**config.mk**
```make
export PLATFORM = sky130hd
export DESIGN_NAME = bcd_minute_second_timer
export DESIGN_NICKNAME = d
export VERILOG_FILES = /design/src/rtl/core/bmst_pkg.sv /design/src/rtl/core/bmst_step.sv /design/src/rtl/core/bcd_minute_second_timer.sv
export SDC_FILE = /design/constraint.sdc
export NUM_CORES = 1
export LEC_CHECK = 0
export BUFFER_PORTS_ARGS = -buffer_cell sky130_fd_sc_hd__buf_2
export CAP_MARGIN = 30
export CORE_ASPECT_RATIO = 1.25
export CORE_MARGIN = 2
export CORE_UTILIZATION = 62
export DETAILED_ROUTE_END_ITERATION = 8
export GPL_TIMING_DRIVEN = 0
export PLACE_DENSITY = 0.86
export SLEW_MARGIN = 20
export SYNTH_ARGS = -nofsm -noshare
export SYNTH_HDL_FRONTEND = slang
export SYNTH_SLANG_ARGS = --single-unit
```
**constraint.sdc**
```tcl
create_clock -name i_clk -period 7.5 [get_ports i_clk]
set_input_delay 0.375 -clock i_clk [delete_from_list [all_inputs] [get_ports i_clk]]
set_output_delay 0.375 -clock i_clk [all_outputs]
set_load 0.05 [all_outputs]
```
**src/rtl/core/bmst_pkg.sv**
```systemverilog
package bmst_pkg;

    localparam logic [3:0] UNITS_MAX = 4'd9;
    localparam logic [2:0] TENS_MAX  = 3'd5;

    localparam logic OP_ADJUST = 1'b0;
    localparam logic OP_COUNT  = 1'b1;

    localparam logic [7:0] SEG_BLANK = 8'hFF;
    localparam logic [7:0] SEG_DOT_CLR = 8'hFE;

    typedef struct packed {
        logic       opcode;
        logic       count_up;
        logic [3:0] adjust_mask;
    } t_in_item;

    typedef struct packed {
        logic [3:0] sec_units;
        logic [2:0] sec_tens;
        logic [3:0] min_units;
        logic [2:0] min_tens;
        logic       at_zero;
        logic [7:0] seg_sec_units;
        logic [7:0] seg_sec_tens;
        logic [7:0] seg_min_units;
        logic [7:0] seg_min_tens;
    } t_out_item;

    typedef struct packed {
        logic [3:0] sec_units;
        logic [2:0] sec_tens;
        logic [3:0] min_units;
        logic [2:0] min_tens;
    } t_time;

    // active-low segments, bit 0 is the dot
    function automatic logic [7:0] f_seg(input logic [3:0] d);
        logic [7:0] s;
        case (d)
            4'd0:    s = 8'b0000_1001;
            4'd1:    s = 8'b1010_1111;
            4'd2:    s = 8'b0011_0001;
            4'd3:    s = 8'b0010_0011;
            4'd4:    s = 8'b1000_0111;
            4'd5:    s = 8'b0100_0011;
            4'd6:    s = 8'b0100_0001;
            4'd7:    s = 8'b0010_1111;
            4'd8:    s = 8'b0000_0001;
            4'd9:    s = 8'b0000_0111;
            default: s = SEG_BLANK;
        endcase
        return s;
    endfunction

endpackage

```
**src/rtl/core/bmst_step.sv**
```systemverilog
module bmst_step
    import bmst_pkg::*;
(
    input  t_time    i_time,
    input  t_in_item i_item,
    output t_time    o_time
);

    logic       su_top, st_top, mu_top;
    logic       su_zero, st_zero, mu_zero;
    logic [3:0] su_inc, mu_inc;
    logic [2:0] st_inc, mt_inc;
    logic [3:0] su_dec, mu_dec;
    logic [2:0] st_dec, mt_dec;

    always_comb begin
        // at or past the top the increment wraps to zero and carries
        su_top  = (i_time.sec_units >= UNITS_MAX);
        st_top  = (i_time.sec_tens  >= TENS_MAX);
        mu_top  = (i_time.min_units >= UNITS_MAX);
        su_zero = (i_time.sec_units == 4'd0);
        st_zero = (i_time.sec_tens  == 3'd0);
        mu_zero = (i_time.min_units == 4'd0);

        su_inc = su_top ? 4'd0 : i_time.sec_units + 4'd1;
        st_inc = st_top ? 3'd0 : i_time.sec_tens + 3'd1;
        mu_inc = mu_top ? 4'd0 : i_time.min_units + 4'd1;
        mt_inc = (i_time.min_tens >= TENS_MAX) ? 3'd0 : i_time.min_tens + 3'd1;

        su_dec = su_zero ? UNITS_MAX : i_time.sec_units - 4'd1;
        st_dec = st_zero ? TENS_MAX  : i_time.sec_tens - 3'd1;
        mu_dec = mu_zero ? UNITS_MAX : i_time.min_units - 4'd1;
        mt_dec = (i_time.min_tens == 3'd0) ? TENS_MAX : i_time.min_tens - 3'd1;

        o_time = i_time;
        if (i_item.opcode == OP_COUNT) begin
            if (i_item.count_up) begin
                o_time.sec_units = su_inc;
                if (su_top) begin
                    o_time.sec_tens = st_inc;
                    if (st_top) begin
                        o_time.min_units = mu_inc;
                        if (mu_top) begin
                            o_time.min_tens = mt_inc;
                        end
                    end
                end
            end else begin
                o_time.sec_units = su_dec;
                if (su_zero) begin
                    o_time.sec_tens = st_dec;
                    if (st_zero) begin
                        o_time.min_units = mu_dec;
                        if (mu_zero) begin
                            o_time.min_tens = mt_dec;
                        end
                    end
                end
            end
        end else begin
            // lowest pressed button wins
            if (i_item.adjust_mask[0]) begin
                o_time.sec_units = su_inc;
            end else if (i_item.adjust_mask[1]) begin
                o_time.sec_tens = st_inc;
            end else if (i_item.adjust_mask[2]) begin
                o_time.min_units = mu_inc;
            end else if (i_item.adjust_mask[3]) begin
                o_time.min_tens = mt_inc;
            end
        end
    end

endmodule

```
**src/rtl/core/bcd_minute_second_timer.sv**
```systemverilog
// MM:SS timer held as four BCD digits, reset to 00:01. Each transaction either
// counts one second up or down (00:00 borrows round to 59:59) or bumps the
// lowest pressed digit by one with wrap. Every transaction returns one result
// with the digits, a zero flag and active-low seven-segment patterns (the
// minute-units pattern lights the separator dot). One transaction per cycle
// unless the output stalls: the step and decode sit in front of a single
// result register, and a new transaction is taken whenever that register is
// empty or is being drained in the same cycle.
module bcd_minute_second_timer
    import bmst_pkg::*;
(
    input  logic      i_clk,
    input  logic      i_rst_n,
    input  logic      i_valid,
    output logic      o_stall,
    input  t_in_item  i_item,
    output logic      o_valid,
    input  logic      i_stall,
    output t_out_item o_result
);

    t_time     r_time;
    t_time     n_time;
    t_out_item r_result;
    t_out_item n_result;
    logic      r_valid;
    logic      accept;

    assign o_stall = r_valid && i_stall;
    assign accept  = i_valid && !o_stall;

    bmst_step u_step (
        .i_time (r_time),
        .i_item (i_item),
        .o_time (n_time)
    );

    always_comb begin
        n_result.sec_units     = n_time.sec_units;
        n_result.sec_tens      = n_time.sec_tens;
        n_result.min_units     = n_time.min_units;
        n_result.min_tens      = n_time.min_tens;
        n_result.at_zero       = (n_time == '0);
        n_result.seg_sec_units = f_seg(n_time.sec_units);
        n_result.seg_sec_tens  = f_seg({1'b0, n_time.sec_tens});
        n_result.seg_min_units = f_seg(n_time.min_units) & SEG_DOT_CLR;
        n_result.seg_min_tens  = f_seg({1'b0, n_time.min_tens});
    end

    always_ff @(posedge i_clk) begin
        if (!i_rst_n) begin
            r_time  <= '{sec_units: 4'd1, sec_tens: 3'd0, min_units: 4'd0, min_tens: 3'd0};
            r_valid <= 1'b0;
        end else begin
            if (accept) begin
                r_time  <= n_time;
                r_valid <= 1'b1;
            end else if (!i_stall) begin
                r_valid <= 1'b0;
            end
        end
    end

    always_ff @(posedge i_clk) begin
        if (accept) begin
            r_result <= n_result;
        end
    end

    assign o_valid  = r_valid;
    assign o_result = r_result;

    a_digits_in_range: assert property (@(posedge i_clk) disable iff (!i_rst_n)
        r_time.sec_units <= UNITS_MAX && r_time.sec_tens <= TENS_MAX &&
        r_time.min_units <= UNITS_MAX && r_time.min_tens <= TENS_MAX)
        else $error("timer digit out of range");

    a_result_tracks_time: assert property (@(posedge i_clk) disable iff (!i_rst_n)
        o_valid |-> (o_result.sec_units == r_time.sec_units &&
                     o_result.sec_tens == r_time.sec_tens &&
                     o_result.min_units == r_time.min_units &&
                     o_result.min_tens == r_time.min_tens))
        else $error("held result does not match time");

    a_zero_flag: assert property (@(posedge i_clk) disable iff (!i_rst_n)
        o_valid |-> (o_result.at_zero == (r_time == '0)))
        else $error("zero flag wrong");

    a_time_holds: assert property (@(posedge i_clk) disable iff (!i_rst_n)
        !accept |=> $stable(r_time))
        else $error("time changed without a transaction");

    a_dot_lit: assert property (@(posedge i_clk) disable iff (!i_rst_n)
        o_valid |-> !o_result.seg_min_units[0])
        else $error("separator dot not lit");

endmodule

```
==> impl_metrics.csv <==
group,metric,value,unit
floorplanning,die_area,0.00722,mm^2
worst_setup_path,critPathLaunchType,"flip-flop",
detailed_routing,drtAntennaViolNets,0,
worst_hold_path,hold_class,"input pin to flip-flop",
clocking,post_cts_buffers,0,
synthesis,netlist_area,0.00406,mm^2
global_route,grt-ovfl-total,0,
global_route,gr-usage-all-layers,26.6,%
power,powerDensity,227,mW/mm^2
synthesis,synth.distinct_cells,78,
floorplanning,ios,59,
outcome,status,"finished, final reports clean",
worst_setup_path,worstPathRequired,7.66,ns
worst_setup_path,crit_fanout,10,
floorplanning,row_count,33,
floorplanning,start_util,63.1,%
sta,fmax,287,MHz
detailed_routing,drt-pass1-iter-count,5,
worst_setup_path,crit_path_end_kind,"flip-flop",
synthesis,async_flop_share,0,%
synthesis,ys.flop_type,"edfxtp_1",
synthesis,yosysWarnings,0,
floorplanning,die_h,94.5,um
cells_and_area,syn_to_final_growth,15.2,%
global_route,grt_pass1_wl,15.1,mm
global_route,grt_max_degree,50,
sta,fin_crit,3.49,ns
sta,rsz0062_at_grt,"no",
placed_design,numPortBuffers,53,
sta,tightest_slew,0.825,ns
clocking,post_cts_resized,0,
synthesis,synth_edf_count,43,
cells_and_area,fin_nets,523,
sta,maxSlewViolCount,0,
worst_setup_path,arrival,3.65,ns
sta,setup_viol,0,
cells_and_area,final_common_cell,"buf_2",
run,cap_violations,0,
synthesis,synth-seq-area-share,39.2,%
global_route,grt_pass1_vias,3249,
synthesis,avgSynthCellArea,9.89,um^2
clocking,cts-root-buf,"clkbuf_8",
clocking,h-tree-depth,3,
sta,relSlewSlack,44.4,%
cells_and_area,drive_gt1_share,24.8,%
synthesis,synth_seq_cells,58,
cells_and_area,antenna_cells,0,
power,peakVddDrop,0.158,mV
detailed_routing,drc_errors,0,
placed_design,hpwl,6.81,mm
clocking,clock_path_buffers,2,
clocking,numCtsBuffers,9,
worst_setup_path,worst-setup-path-type,"flip-flop to flip-flop",
detailed_routing,dr.first_iter.drc_count,244,
placed_design,place.gp.congestion,0.963,
worst_setup_path,r2r_cells,12,
worst_hold_path,holdCritStartpoint,"i_valid",
worst_setup_path,r2r_start,"r_time[10]",
sta,finalSetupTns,0,ns
sta,hold_violations,0,
detailed_routing,vias,3457,
clocking,cts_sinks,58,
clocking,clock_latency,0.33,ns
floorplanning,core,0.00644,mm^2
clocking,tritoncts,"built",
clocking,clkTransAtPathRegs,0.07,ns
global_route,antenna_found_initial,0,
detailed_routing,vias_per_cell,6.05,
power,leakagePower,2.06,nW
floorplanning,die_width,76.4,um
detailed_routing,wl,9.40,mm
clocking,cts.hold.buffers_added,0,
sta,fin_crit_sh,46.5,%
cells_and_area,final_cell_mix,"buf_2 (64), edfxtp_1 (43), inv_1 (36), ha_1 (34), nand2_1 (32)",
synthesis,postSynthCellCount,411,
sta,finClkSkew,0.0110,ns
worst_hold_path,hold_depth,2,
worst_setup_path,reg2reg_to,"o_result[32]",
worst_setup_path,reg2reg_slack,4.01,ns
detailed_routing,post_drt_wl_per_cell,16.5,um
cells_and_area,finish.utilization,72.7,%
worst_hold_path,hold-path-endpoint,"o_valid",
==> synthesized netlist by cell type (4+ instances only) <==
master     n  area (um^2)
nand2_1   32          120
dfxtp_1   15          300
nor2b_1    4         25.0
o211ai_1   4         30.0
and3_1     4         25.0
nand3_1   12         60.1
buf_2     11         55.1
o21ai_1    4         20.0
mux2i_1   12          120
edfxtp_1  43         1290
buf_6      5         56.3
nand2b_1   7         43.8
ha_1      34          425
clkbuf_1   7         26.3
and2_1     8         50.1
o21ai_0   23          115
nor2_1    17         63.8
nor3_1    10         50.1
buf_4      5         37.5
inv_1     36          135
a21oi_1   24          120
==> stage by stage <==
step / power, mW / setup WS (ns) / area, um^2 / hold slack (ns) / cells
detailed placement: 0.757 / 4.09 / 4470 / 0.559 / 554
global placement: 0.746 / 4.16 / 4450 / 0.523 / 553
CTS: 1.06 / 4.11 / 4680 / 0.269 / 570
finish: 1.06 / 4.01 / 4680 / 0.274 / 571
global route: 1.11 / 3.78 / 4680 / 0.285 / 571
floorplan: 0.681 / 4.65 / 4070 / 0.497 / 413
==> routing by layer <==
| layer | GRT usage, % | wire (um) |
|---|---|---|
| met3 | 4.30 | 498 |
| met4 | 13.9 | 298 |
| met2 | 49.5 | 5020 |
| met5 | 0 | 0 |
| met1 | 29.3 | 3580 |
==> worst max-delay path by stage <==
stage | startpoint | end | slack [ns] | cells past startpoint
2_1_floorplan | r_time[10] | o_result[2] | 4.65 | 10
3_3_place_gp | r_time[3] | o_result[32] | 4.16 | 11
3_5_place_dp | r_time[10] | o_result[32] | 4.09 | 12
4_1_cts | r_time[10] | o_result[32] | 4.11 | 12
5_1_grt | r_time[10] | o_result[32] | 3.78 | 12
6_report | r_time[10] | o_result[32] | 4.01 | 12
==> cell type report <==
type	count	area, um^2
Buffer	28	175
Clock buffer	10	128
Clock inverter	6	81.3
Tap cell	87	109
Fill cell	493	1760
Inverter	37	140
Multi-Input combinational cell	290	2170
Timing Repair Buffer	55	290
Sequential cell	58	1590
==> sequential cells by signal, summed over array words and instances, names as in the netlist <==
| name | cells |
|---|---|
| o_result | 43 |
| r_time | 14 |
| o_valid | 1 |
==> worst max-delay path, stage by stage, from the launching register on <==
cell,delay (ns)
dfxtp_1,0.48
inv_1,0.14
ha_1,0.25
buf_6,0.14
or3b_4,0.26
nand3_1,0.12
o21ai_0,0.18
o21ai_0,0.13
o21ai_0,0.66
ha_1,0.36
nand2_1,0.06
nand4b_1,0.23
nor4_2,0.30
==> kinds of logic after synthesis <==
| logic type | count (synthesis) | synth area share (%) |
|---|---|---|
| and+or+nand+nor | 125 | 17.9 |
| AOI/OAI and AO/OA | 109 | 19.6 |
| buffers and inverters | 65 | 7.73 |
| DFF | 58 | 39.2 |
| adders and majority gates | 34 | 10.5 |
| muxes | 18 | 4.90 |
| other | 2 | 0.185 |
==> power by group <==
| part | total, mW | leakage, nW | switching (mW) | internal (mW) |
|---|---|---|---|---|
| sequential | 0.403 | 0.548 | 0.0135 | 0.389 |
| clock | 0.310 | 0.105 | 0.125 | 0.185 |
| combinational | 0.352 | 1.40 | 0.246 | 0.106 |
| total | 1.06 | 2.06 | 0.384 | 0.680 |
(Power assumes the default switching activity.)
